`src/rtl/lss_pkg.sv`:
```
// ----------------------------------------------------------------------------
// lss_pkg: shared definitions for the stippled line stepper
// Widths, beat layouts and the item mode codes used by every module.
// ----------------------------------------------------------------------------
`default_nettype none

package lss_pkg;

  // Coordinate width, and the widths of the walk arithmetic that follow from it.
  localparam int CoordW  = 16;
  localparam int DeltaW  = CoordW + 1;   // signed difference of two coordinates
  localparam int TwiceW  = CoordW + 2;   // twice a delta magnitude
  localparam int ErrW    = CoordW + 3;   // signed Bresenham error term
  localparam int StepW   = CoordW + 1;   // points still to emit
  localparam int DataW   = 32;
  localparam int StipW   = 16;

  localparam int InTdataW  = 112;
  localparam int OutTdataW = 80;

  typedef enum logic {
    MODE_START = 1'b0,
    MODE_STEP  = 1'b1
  } mode_e;

  // Packed so that the last field declared lands in the lowest bits.
  typedef struct packed {
    logic [StipW-1:0]         stipple_in;
    logic [DataW-1:0]         data_word;
    logic signed [CoordW-1:0] y_end;
    logic signed [CoordW-1:0] x_end;
    logic signed [CoordW-1:0] y_start;
    logic signed [CoordW-1:0] x_start;
  } in_fields_t;

  typedef struct packed {
    mode_e      mode;
    in_fields_t fields;
  } in_item_t;

  typedef struct packed {
    logic [StipW-1:0]         stipple_out;
    logic [DataW-1:0]         point_data;
    logic signed [CoordW-1:0] point_y;
    logic signed [CoordW-1:0] point_x;
  } out_fields_t;

  typedef struct packed {
    logic        write_enable;
    logic        last;
    out_fields_t fields;
  } out_item_t;

endpackage : lss_pkg

`default_nettype wire

```
`src/rtl/stippled_line_stepper_top.sv`:
```
// ----------------------------------------------------------------------------
// stippled_line_stepper_top: Bresenham line walker with a 16-bit stipple
// Streams one result beat for every input beat, start or step.
// ----------------------------------------------------------------------------
// The block takes one beat per clock cycle unless the output side stalls and
// returns one result beat for each, via the input and result registers. A
// start beat (tuser 0) loads both endpoints, the payload and the pattern and
// answers with the start point, write enable low and the loaded pattern; its
// tlast is high when the line has zero length. Each step beat (tuser 1)
// returns the current point with write enable equal to pattern bit 0, then
// advances the Bresenham error term, moves one unit along the major axis
// (and the minor axis when the error turns non-negative) and rotates the
// pattern right by one. Equal x and y magnitudes walk y-major, and the end
// point itself is never emitted. tlast marks the final point of a line; step
// beats given with no active line return the held point, write enable low,
// tlast high and the unrotated pattern. The rate of one beat per cycle, unless
// the output side stalls, is set by the walk state loop, an error add and sign
// test that closes in the same cycle as the result register load. An input
// register and a result register part the two sides, so a new beat is
// accepted while a finished result still waits to be taken.
// ----------------------------------------------------------------------------
`default_nettype none

module stippled_line_stepper_top (
  input  wire logic                           clk_i,
  input  wire logic                           rst_ni,
  input  wire logic                           s_axis_tvalid,
  output logic                                s_axis_tready,
  // Fields from bit 0 up: x_start, y_start, x_end, y_end, data_word, stipple_in.
  input  wire logic [lss_pkg::InTdataW-1:0]   s_axis_tdata,
  // Fields from bit 0 up: mode.
  input  wire logic [0:0]                     s_axis_tuser,
  output logic                                m_axis_tvalid,
  input  wire logic                           m_axis_tready,
  // Fields from bit 0 up: point_x, point_y, point_data, stipple_out.
  output logic [lss_pkg::OutTdataW-1:0]       m_axis_tdata,
  // Fields from bit 0 up: write_enable.
  output logic [0:0]                          m_axis_tuser,
  output logic                                m_axis_tlast
);

  lss_pkg::in_item_t  in_beat, held_beat;
  lss_pkg::out_item_t result, out_beat;
  logic               held_valid;
  logic               out_ready;
  logic               advance;

  // The 112 tdata bits are exactly the six input fields, no padding.
  assign in_beat.mode   = lss_pkg::mode_e'(s_axis_tuser[0]);
  assign in_beat.fields = s_axis_tdata;

  // An item moves into the walker whenever the result register can take it.
  assign advance = held_valid && out_ready;

  lss_in_reg u_in_reg (
    .clk_i   (clk_i),
    .rst_ni  (rst_ni),
    .valid_i (s_axis_tvalid),
    .ready_o (s_axis_tready),
    .item_i  (in_beat),
    .valid_o (held_valid),
    .take_i  (advance),
    .item_o  (held_beat)
  );

  lss_walker u_walker (
    .clk_i     (clk_i),
    .rst_ni    (rst_ni),
    .advance_i (advance),
    .item_i    (held_beat),
    .result_o  (result)
  );

  lss_out_reg u_out_reg (
    .clk_i   (clk_i),
    .rst_ni  (rst_ni),
    .load_i  (advance),
    .ready_o (out_ready),
    .item_i  (result),
    .valid_o (m_axis_tvalid),
    .ready_i (m_axis_tready),
    .item_o  (out_beat)
  );

  // The 80 tdata bits are exactly the four output fields, no padding.
  assign m_axis_tdata    = out_beat.fields;
  assign m_axis_tuser[0] = out_beat.write_enable;
  assign m_axis_tlast    = out_beat.last;

endmodule : stippled_line_stepper_top

`default_nettype wire

```
`src/rtl/lss_in_reg.sv`:
```
// ----------------------------------------------------------------------------
// lss_in_reg: input register
// Holds one accepted beat until the walker consumes it.
// ----------------------------------------------------------------------------
`default_nettype none

module lss_in_reg (
  input  wire logic              clk_i,
  input  wire logic              rst_ni,
  input  wire logic              valid_i,
  output logic                   ready_o,
  input  wire lss_pkg::in_item_t item_i,
  output logic                   valid_o,
  input  wire logic              take_i,
  output lss_pkg::in_item_t      item_o
);

  logic              valid_q, valid_d;
  lss_pkg::in_item_t item_q;
  logic              load;

  assign ready_o = !valid_q || take_i;
  assign load    = valid_i && ready_o;

  always_comb begin
    valid_d = valid_q;
    if (load) begin
      valid_d = 1'b1;
    end else if (take_i) begin
      valid_d = 1'b0;
    end
  end

  always_ff @(posedge clk_i or negedge rst_ni) begin
    if (!rst_ni) begin
      valid_q <= 1'b0;
    end else begin
      valid_q <= valid_d;
    end
  end

  always_ff @(posedge clk_i) begin
    if (load) begin
      item_q <= item_i;
    end
  end

  assign valid_o = valid_q;
  assign item_o  = item_q;

endmodule : lss_in_reg

`default_nettype wire

```
`src/rtl/lss_walker.sv`:
```
// ----------------------------------------------------------------------------
// lss_walker: Bresenham walk state and per-item result logic
// Loads a line on a start item; steps advance an active line by one point.
// ----------------------------------------------------------------------------
`default_nettype none

module lss_walker (
  input  wire logic              clk_i,
  input  wire logic              rst_ni,
  input  wire logic              advance_i,
  input  wire lss_pkg::in_item_t item_i,
  output lss_pkg::out_item_t     result_o
);

  localparam int CoordW = lss_pkg::CoordW;
  localparam int DeltaW = lss_pkg::DeltaW;
  localparam int TwiceW = lss_pkg::TwiceW;
  localparam int ErrW   = lss_pkg::ErrW;
  localparam int StepW  = lss_pkg::StepW;

  logic signed [CoordW-1:0] cur_x_q, cur_x_d, cur_y_q, cur_y_d;
  logic signed [ErrW-1:0]   error_term_q, error_term_d;
  logic [TwiceW-1:0]        twice_major_q, twice_major_d;
  logic [TwiceW-1:0]        twice_minor_q, twice_minor_d;
  logic                     x_negative_q, x_negative_d;
  logic                     y_negative_q, y_negative_d;
  logic                     x_is_major_q, x_is_major_d;
  logic [StepW-1:0]         steps_left_q, steps_left_d;
  logic [lss_pkg::StipW-1:0] pattern_q, pattern_d;
  logic [lss_pkg::DataW-1:0] held_data_q, held_data_d;

  // Start-item arithmetic.
  logic signed [DeltaW-1:0] dx, dy;
  logic [DeltaW-1:0]        adx, ady, major, minor;
  logic                     start_x_major;

  // Step arithmetic.
  logic signed [ErrW-1:0]   err_sum;
  logic                     minor_move;
  logic signed [CoordW-1:0] x_inc, y_inc;
  logic [lss_pkg::StipW-1:0] pattern_rot;

  always_comb begin
    dx = {item_i.fields.x_end[CoordW-1], item_i.fields.x_end}
       - {item_i.fields.x_start[CoordW-1], item_i.fields.x_start};
    dy = {item_i.fields.y_end[CoordW-1], item_i.fields.y_end}
       - {item_i.fields.y_start[CoordW-1], item_i.fields.y_start};
    adx = dx[DeltaW-1] ? DeltaW'(-dx) : DeltaW'(dx);
    ady = dy[DeltaW-1] ? DeltaW'(-dy) : DeltaW'(dy);
    start_x_major = adx > ady;
    major = start_x_major ? adx : ady;
    minor = start_x_major ? ady : adx;

    err_sum    = error_term_q + $signed({1'b0, twice_minor_q});
    minor_move = !err_sum[ErrW-1];
    x_inc = x_negative_q ? CoordW'(-1) : CoordW'(1);
    y_inc = y_negative_q ? CoordW'(-1) : CoordW'(1);
    pattern_rot = {pattern_q[0], pattern_q[lss_pkg::StipW-1:1]};
  end

  always_comb begin
    cur_x_d       = cur_x_q;
    cur_y_d       = cur_y_q;
    error_term_d  = error_term_q;
    twice_major_d = twice_major_q;
    twice_minor_d = twice_minor_q;
    x_negative_d  = x_negative_q;
    y_negative_d  = y_negative_q;
    x_is_major_d  = x_is_major_q;
    steps_left_d  = steps_left_q;
    pattern_d     = pattern_q;
    held_data_d   = held_data_q;

    result_o.fields.point_x     = cur_x_q;
    result_o.fields.point_y     = cur_y_q;
    result_o.fields.point_data  = held_data_q;
    result_o.fields.stipple_out = pattern_q;
    result_o.write_enable       = 1'b0;
    result_o.last               = 1'b1;

    unique case (item_i.mode)
      lss_pkg::MODE_START: begin
        cur_x_d       = item_i.fields.x_start;
        cur_y_d       = item_i.fields.y_start;
        x_negative_d  = dx[DeltaW-1];
        y_negative_d  = dy[DeltaW-1];
        x_is_major_d  = start_x_major;
        error_term_d  = -$signed(ErrW'(major));
        twice_major_d = {major, 1'b0};
        twice_minor_d = {minor, 1'b0};
        steps_left_d  = StepW'(major);
        pattern_d     = item_i.fields.stipple_in;
        held_data_d   = item_i.fields.data_word;

        result_o.fields.point_x     = item_i.fields.x_start;
        result_o.fields.point_y     = item_i.fields.y_start;
        result_o.fields.point_data  = item_i.fields.data_word;
        result_o.fields.stipple_out = item_i.fields.stipple_in;
        result_o.last               = (major == '0);
      end
      lss_pkg::MODE_STEP: begin
        if (steps_left_q != '0) begin
          if (x_is_major_q) begin
            cur_x_d = cur_x_q + x_inc;
            if (minor_move) begin
              cur_y_d = cur_y_q + y_inc;
            end
          end else begin
            cur_y_d = cur_y_q + y_inc;
            if (minor_move) begin
              cur_x_d = cur_x_q + x_inc;
            end
          end
          error_term_d = minor_move ? err_sum - $signed({1'b0, twice_major_q}) : err_sum;
          pattern_d    = pattern_rot;
          steps_left_d = steps_left_q - StepW'(1);

          result_o.write_enable       = pattern_q[0];
          result_o.last               = (steps_left_q == StepW'(1));
          result_o.fields.stipple_out = pattern_rot;
        end
      end
      default: begin
      end
    endcase
  end

  always_ff @(posedge clk_i or negedge rst_ni) begin
    if (!rst_ni) begin
      cur_x_q       <= '0;
      cur_y_q       <= '0;
      error_term_q  <= '0;
      twice_major_q <= '0;
      twice_minor_q <= '0;
      x_negative_q  <= 1'b0;
      y_negative_q  <= 1'b0;
      x_is_major_q  <= 1'b0;
      steps_left_q  <= '0;
      pattern_q     <= '0;
      held_data_q   <= '0;
    end else if (advance_i) begin
      cur_x_q       <= cur_x_d;
      cur_y_q       <= cur_y_d;
      error_term_q  <= error_term_d;
      twice_major_q <= twice_major_d;
      twice_minor_q <= twice_minor_d;
      x_negative_q  <= x_negative_d;
      y_negative_q  <= y_negative_d;
      x_is_major_q  <= x_is_major_d;
      steps_left_q  <= steps_left_d;
      pattern_q     <= pattern_d;
      held_data_q   <= held_data_d;
    end
  end

  // While a line is active the error term stays below zero.
  assert property (@(posedge clk_i) disable iff (!rst_ni)
    (steps_left_q != '0) |-> error_term_q[ErrW-1])
    else $error("error term not negative on an active line");

  // A step with no active line leaves the walk untouched.
  assert property (@(posedge clk_i) disable iff (!rst_ni)
    (advance_i && item_i.mode == lss_pkg::MODE_STEP && steps_left_q == '0)
    |=> ($stable(cur_x_q) && $stable(cur_y_q) && $stable(pattern_q)
         && steps_left_q == '0))
    else $error("idle step changed the walk state");

  // The last flag of a consumed item matches an exhausted walk afterwards.
  assert property (@(posedge clk_i) disable iff (!rst_ni)
    (advance_i && result_o.last) |=> (steps_left_q == '0))
    else $error("last flagged while points remain");

  // An active step counts down by exactly one.
  assert property (@(posedge clk_i) disable iff (!rst_ni)
    (advance_i && item_i.mode == lss_pkg::MODE_STEP && steps_left_q != '0)
    |=> (steps_left_q == $past(steps_left_q) - StepW'(1)))
    else $error("step count did not decrement");

endmodule : lss_walker

`default_nettype wire

```
`src/rtl/lss_out_reg.sv`:
```
// ----------------------------------------------------------------------------
// lss_out_reg: result register
// Holds one result beat until the downstream side takes it.
// ----------------------------------------------------------------------------
`default_nettype none

module lss_out_reg (
  input  wire logic               clk_i,
  input  wire logic               rst_ni,
  input  wire logic               load_i,
  output logic                    ready_o,
  input  wire lss_pkg::out_item_t item_i,
  output logic                    valid_o,
  input  wire logic               ready_i,
  output lss_pkg::out_item_t      item_o
);

  logic               valid_q, valid_d;
  lss_pkg::out_item_t item_q;

  assign ready_o = !valid_q || ready_i;

  always_comb begin
    valid_d = valid_q;
    if (load_i) begin
      valid_d = 1'b1;
    end else if (ready_i) begin
      valid_d = 1'b0;
    end
  end

  always_ff @(posedge clk_i or negedge rst_ni) begin
    if (!rst_ni) begin
      valid_q <= 1'b0;
    end else begin
      valid_q <= valid_d;
    end
  end

  always_ff @(posedge clk_i) begin
    if (load_i) begin
      item_q <= item_i;
    end
  end

  assign valid_o = valid_q;
  assign item_o  = item_q;

endmodule : lss_out_reg

`default_nettype wire

```
`config.mk`:
```
export PLATFORM = sky130hd
export DESIGN_NAME = stippled_line_stepper_top
export DESIGN_NICKNAME = d
export VERILOG_FILES = /design/src/rtl/lss_pkg.sv /design/src/rtl/stippled_line_stepper_top.sv /design/src/rtl/lss_in_reg.sv /design/src/rtl/lss_walker.sv /design/src/rtl/lss_out_reg.sv
export SDC_FILE = /design/constraint.sdc
export NUM_CORES = 1
export LEC_CHECK = 0
export BUFFER_PORTS_ARGS = -buffer_cell sky130_fd_sc_hd__buf_2
export CORE_MARGIN = 1.5
export CORE_UTILIZATION = 45
export CTS_CLUSTER_DIAMETER = 50
export DETAILED_ROUTE_END_ITERATION = 8
export PLACE_DENSITY = 0.66
export SYNTH_ARGS = -nofsm -noshare
export SYNTH_HDL_FRONTEND = slang
export SYNTH_SLANG_ARGS = --single-unit
```
`constraint.sdc`:
```
create_clock -name clk_i -period 12.6 [get_ports clk_i]
set_input_delay 0.63 -clock clk_i [delete_from_list [all_inputs] [get_ports clk_i]]
set_output_delay 0.63 -clock clk_i [all_outputs]
set_load 0.02 [all_outputs]
```
== Word level (Yosys, flattened, before mapping) ==
Cells that the tools add are included.
Cells by class
  magnitude comparators: 1
  reductions and logical operators: 15
  bitwise gates (word level): 1
  add/sub/neg operators: 10
  multiplexer cells: 28
  eq/ne operators: 4
Operators with widths (number)
  2-to-1 mux 16 bit: 9
  2-to-1 mux 17 bit: 6
  case mux 16 bit (2 select lines): 3
  case mux 17 bit (2 select lines): 2
  2-to-1 mux 64 bit: 1
  2-to-1 mux 19 bit: 2
  case mux 19 bit (2 select lines): 1
  negator 17 bit: 2
  subtractor 16 x 16 -> 17 bit: 2
  adder 16 bit: 2
  adder 19 bit: 1
  negator 17 -> 19 bit: 1
  subtractor 19 bit: 1
  == test 17 x 1 -> 1 bit (second input constant): 1
  > comparator 17 bit: 1
  logical NOT 17 bit: 1
  nonzero test 17 bit: 1
  subtractor 17 x 1 -> 17 bit (second input constant): 1
  AND reduction 2 bit: 3
  AND reduction 3 bit: 2
  2-to-1 mux 1 bit: 4
  nonzero test 2 bit: 2
  inequality test 3 x 2 -> 1 bit (second input constant): 1
  inequality test 3 bit (second input constant): 1
  5 further kinds: 8
Word-level totals
  register bits: 350
  logic and storage cells: 85
  output and inout port bits: 84
  input port bits: 117

== Longest topological paths before layout ==
  depth after elaboration: 7
  mapped depth: 31
  gate-level depth less buffers: 26

== Modules after synthesis ==
Synthesis repeated with hierarchy kept, for this count alone.
Second synthesis, totals
  cell total of the unflattened synthesis: 2046
  area, all modules: 20179.4 um^2
Modules (own cells, without submodules)
  lss_walker: sequential area each 3803.6 um^2, area an instance 14216.1 um^2, instances 1, cells each 1843
  lss_in_reg: sequential area each 3418.3 um^2, area an instance 3447.1 um^2, instances 1, cells each 117
  lss_out_reg: sequential area each 2487.4 um^2, area an instance 2509.9 um^2, instances 1, cells each 85
  stippled_line_stepper_top: sequential area each 0.0 um^2, area an instance 6.3 um^2, instances 1, cells each 1

== Worst setup path after synthesis ==
No wires, ideal clock.
  path kind: register -> register
  start point: reg u_in_reg.item_q (netlist bit u_in_reg.item_o[16])
  end point: reg u_walker.error_term_q[16]
  buffers on the path: 5
  library setup time: 0.126 ns
  cell stages (with the launch flop): 31
  arrival time: 7.132 ns
  clock period less this slack: 7.258 ns
  slack: 5.342 ns
  data required time: 12.474 ns
  cells stage by stage: edfxtp_1 ha_1 fa_1 nand2b_1 a21oi_1 o211ai_2 a211oi_2 or2_1 clkbuf_1 a41o_1 xor2_1 inv_1 ha_1 a21o_1 a21o_1 a221o_1 or3b_1 nand2_1 buf_2 buf_1 clkbuf_1 nand2_1 o21ai_0 ha_1 nand3_1 or4b_1 buf_2 nor4_4 ha_1 o21ai_0 o21ai_0
On the way
  cells in the longest elaborated chain, start to end: 7
Ends and longest elaborated chain
  start: declaration: line lss_in_reg.sv:19  | lss_pkg::in_item_t item_q;
  start signal: assignment: line lss_in_reg.sv:44  | item_q <= item_i;
  subtractor 16 x 16 -> 17 bit (*): line lss_walker.sv:47  | - {item_i.fields.y_start[CoordW-1], item_i.fields.y_start};
  negator 17 bit: line lss_walker.sv:49  | ady = dy[DeltaW-1] ? DeltaW'(-dy) : DeltaW'(dy);
  2-to-1 mux 17 bit (*): line lss_walker.sv:49
  > comparator 17 bit: line lss_walker.sv:50  | start_x_major = adx > ady;
  2-to-1 mux 17 bit (*): line lss_walker.sv:51  | major = start_x_major ? adx : ady;
  negator 17 -> 19 bit (*): line lss_walker.sv:88  | error_term_d = -$signed(ErrW'(major));
  case mux 19 bit (2 select lines) (*): line lss_walker.sv:81  | unique case (item_i.mode)
  end signal: assignment: line lss_walker.sv:144  | error_term_q <= error_term_d;
  end: declaration: line lss_walker.sv:22  | logic signed [ErrW-1:0] error_term_q, error_term_d;
Mark *: on every way between the ends. The rest lies on a longest branch, timed or not.
A chain may end at the register's enable or synchronous reset.

== Worst setup path after layout ==
Ends and elaborated chain as after synthesis.

==> run_results.csv <==
group,metric,value,unit
logic_synthesis,synth_area_leader_cell,"edfxtp_1",
global_route,grt_overflow_total,0,
die,core-area,44500,um2
worst_setup_path,cp.required,13060,ps
logic_synthesis,synth.distinct_cells,92,
worst_setup_path,slowest_delay,730,ps
logic_synthesis,ys_top_cells_by_area,"edfxtp_1 29%, dfrtp_1 19%, ha_1 7.2%",
power_and_ir_drop,power,5.91,mW
worst_setup_path,path_delay_family,"simple AND/OR/NAND/NOR gates",
logic_synthesis,ys_ff_latch,349,
final_layout,final_area,23600,um2
drt,vias_per_cell,5.61,
placement,gp_congestion,0.929,
placement,hpwl,38.2,mm
sta,setup_tns,0,ps
global_route,grt_max_degree,97,
sta,worstMarginPinSlew,1250,ps
clock_tree,cts_setup_buffers,0,
worst_setup_path,r2r_setup_slack,4690,ps
logic_synthesis,synthXorXnorAreaFrac,0.0428,
sta,clock.fmax,126,MHz
final_layout,layout-drive-gt1-share,0.162,
worst_setup_path,timing.rr.end,"u_walker.error_term_q[16]",
logic_synthesis,ys.flop_type,"edfxtp_1",
clock_tree,ctsHoldBuffers,0,
worst_setup_path,setup.worst_path.start,"u_in_reg.item_o[16]",
worst_setup_path,r2r_cells,23,
sta,max_slew_margin,0.142,
worst_setup_path,crit_path_end_kind,"flop",
die,die_h,216,um
drt,routedWlPerCell,18.6,um
placement,numPortBuffers,200,
power_and_ir_drop,irDropWorstVdd,0.149,mV
drt,drtIter0Drc,1239,
drt,drtPass1Iterations,8,
global_route,grt_pass1_wl,85.1,mm
placement,place_area,22000,um2
die,pin_count,201,
final_layout,fin_nets,2475,
sta,rsz0062_at_grt,"no",
final_layout,register_area,9710,um2
worst_setup_path,path_buf_inv,1,
global_route,grt_pass1_vias,15800,
placement,dp.cells,2780,
final_layout,antenna_cells,0,
clock_tree,insertion_delay,590,ps
final_layout,fin_util,0.530,
global_route,track_usage,0.229,
worst_setup_path,crit_path_start_kind,"flop",
final_layout,area_delta_synth_final,15.5,%
logic_synthesis,synthAdderAreaFrac,0.0776,
sta,finalCritPeriodShare,0.628,
die,initial_utilization,0.459,
worst_setup_path,r2r-start,"u_in_reg.item_o[16]",
sta,setup_violations,0,
logic_synthesis,synthTopCellsByCount,"294 x nand2_1, 195 x edfxtp_1, 157 x o21ai_0",
worst_setup_path,timing.critical_path.fanout_max,40,
logic_synthesis,yosysMostFrequentCell,"nand2_1",
die,die-area,46700,um2
worst_setup_path,crit_type,"flop to flop",
sta,finClkSkew,24.7,ps
logic_synthesis,ys_seq_area_frac,0.475,
clock_tree,cts_sinks,349,
clock_tree,clock-root-buffer,"clkbuf_16",
sta,finalCriticalPeriod,7910,ps
die,die_w,216,um
logic_synthesis,syn-instance-count,2047,
sta,drv_slew,0,
logic_synthesis,synth_top_area_frac,0.287,
final_layout,multi_input_area,10000,um2
logic_synthesis,async_flop_share,0.441,
logic_synthesis,syn_avg_cell_area,9.98,um2
final_layout,fillers,3959,
worst_hold_path,hp-class,"input port to asynchronous set/reset pin",
clock_tree,cts_made_buffers,45,
global_route,antenna_found_initial,0,
clock_tree,cts_buffer_depth,3,
final_layout,stdcell_count,2864,
logic_synthesis,syn_nets,2287,
logic_synthesis,ys.warnings.count,0,
logic_synthesis,synthMuxAreaShare,0.0556,
logic_synthesis,syn_area,20400,um2
power_and_ir_drop,powerDensity,251,nW/um2
clock_tree,path_clk_slew,50,ps
worst_setup_path,critical_path.slowest_cell,"or4b_1",
drt,num_vias,16100,
logic_synthesis,yosys.area_share.simple,0.150,
job,maxCapViolations,0,
clock_tree,cts_tree,"built",
clock_tree,h-tree-depth,2,
die,row_count,77,
logic_synthesis,synth_compound_area_frac,0.163,
logic_synthesis,synth_edf_count,195,
logic_synthesis,synth_top_family_by_area,"compound AO/OA/AOI/OAI gates",
sta,finalHoldViolCount,0,
drt,ant_nets,0,
worst_setup_path,arrival,8370,ps
clock_tree,post_cts_resized,0,
drt,wirelength,53.3,mm
worst_setup_path,path_common_cell,"ha_1",
worst_setup_path,crit_chain,"ha_1, fa_1, nand2b_1, a21oi_1, o211ai_2, a211oi_2, or2_1, nor2_1, xor2_1, ha_1, and3_1, a221o_1, a221o_1, or3b_1, nand2_1, buf_4, mux2i_1, nand3_1, or4b_1, nor4_4, ha_1, o21ai_0, o21ai_0",
power_and_ir_drop,p_leak,10.3,nW
run_status,status,"finished, final reports clean",
drt,drc_errors,0,
## cell usage in the layout, fill, tap and decap left out, types with 14 or more instances in the layout
cell type  count
nand2b_1      23
o211ai_1      16
ha_1         117
nor2_1       127
nor4_1        14
mux2i_1       74
edfxtp_1     195
inv_1        112
xnor2_1       62
buf_2        199
clkbuf_16     46
a21o_1        32
o21ai_0      157
o21a_1        16
buf_4         19
a21oi_1      134
nor2b_1       18
xor2_1        36
a31oi_1       16
mux2_2        35
nand3_1       35
nor3_1        40
nand2_1      293
dfrtp_1      154
## flip-flops by register name, indices dropped and copies added (netlist names), 16 cells and up
name,count
u_in_reg.item_o,113
u_walker.pattern_q,16
u_walker.twice_major_q,17
u_walker.cur_y_q,16
u_walker.twice_minor_q,17
u_out_reg.item_o,82
u_walker.error_term_q,18
u_walker.cur_x_q,16
u_walker.steps_left_q,17
u_walker.held_data_q,32
## worst register-to-register path: stages, from the launching register on
cell	delay, ps
edfxtp_1	410
ha_1	250
fa_1	390
nand2b_1	180
a21oi_1	330
o211ai_2	170
a211oi_2	520
or2_1	400
nor2_1	110
xor2_1	300
ha_1	310
and3_1	200
a221o_1	350
a221o_1	310
or3b_1	360
nand2_1	240
buf_4	440
mux2i_1	640
nand3_1	300
or4b_1	730
nor4_4	350
ha_1	280
o21ai_0	130
o21ai_0	90
## worst max path at each step
stage,end,slack (ps),cells after the start
6_report,u_walker.error_term_q[16],4690,23
5_1_grt,u_walker.error_term_q[16],4020,23
4_1_cts,u_walker.error_term_q[16],4690,23
3_5_place_dp,u_walker.error_term_q[16],4710,23
3_3_place_gp,u_walker.error_term_q[16],4890,23
2_1_floorplan,u_walker.error_term_q[16],5340,30
## routing by layer
layer / vias up / track usage / part of all wire
li1: 7821 / - / -
met1: 7778 / 0.318 / 0.46
met2: 393 / 0.377 / 0.47
met3: 72 / 0.0265 / 0.045
met4: 0 / 0.0657 / 0.019
met5: - / 0 / 0
## where the power goes
group,switching (mW),leakage [nW],internal (mW)
clock,0.544,0.739,0.772
combinational,1.76,5.83,1.18
sequential,0.177,3.74,1.48
## cell type report
cell class | count | area share
sequential | 349 | 0.412
multi-input combinational | 1505 | 0.424
tap | 592 | 0.0314
inverter | 115 | 0.0184
clock buffer | 52 | 0.0498
clock inverter | 32 | 0.0159
timing repair buffer | 219 | 0.0488
## kinds of logic (layout without fill, tap and decap cells)
logic type	count (synthesis)	in the layout
flip-flops	349	349
AND/OR/NAND/NOR	653	653
adder cells (fa/ha/maj)	123	123
AO/OA/AOI/OAI	521	521
XOR/XNOR	99	99
buffers and inverters	193	418
multiplexers	109	109
## metrics by stage
stage / hold slack, ps / setup slack, ps
global route: 196 / 4020
detailed placement: 457 / 4710
finish: 203 / 4690
floorplan: 334 / 5340
CTS: 178 / 4690
global placement: 444 / 4890
Power figures use the tool's default switching activity.
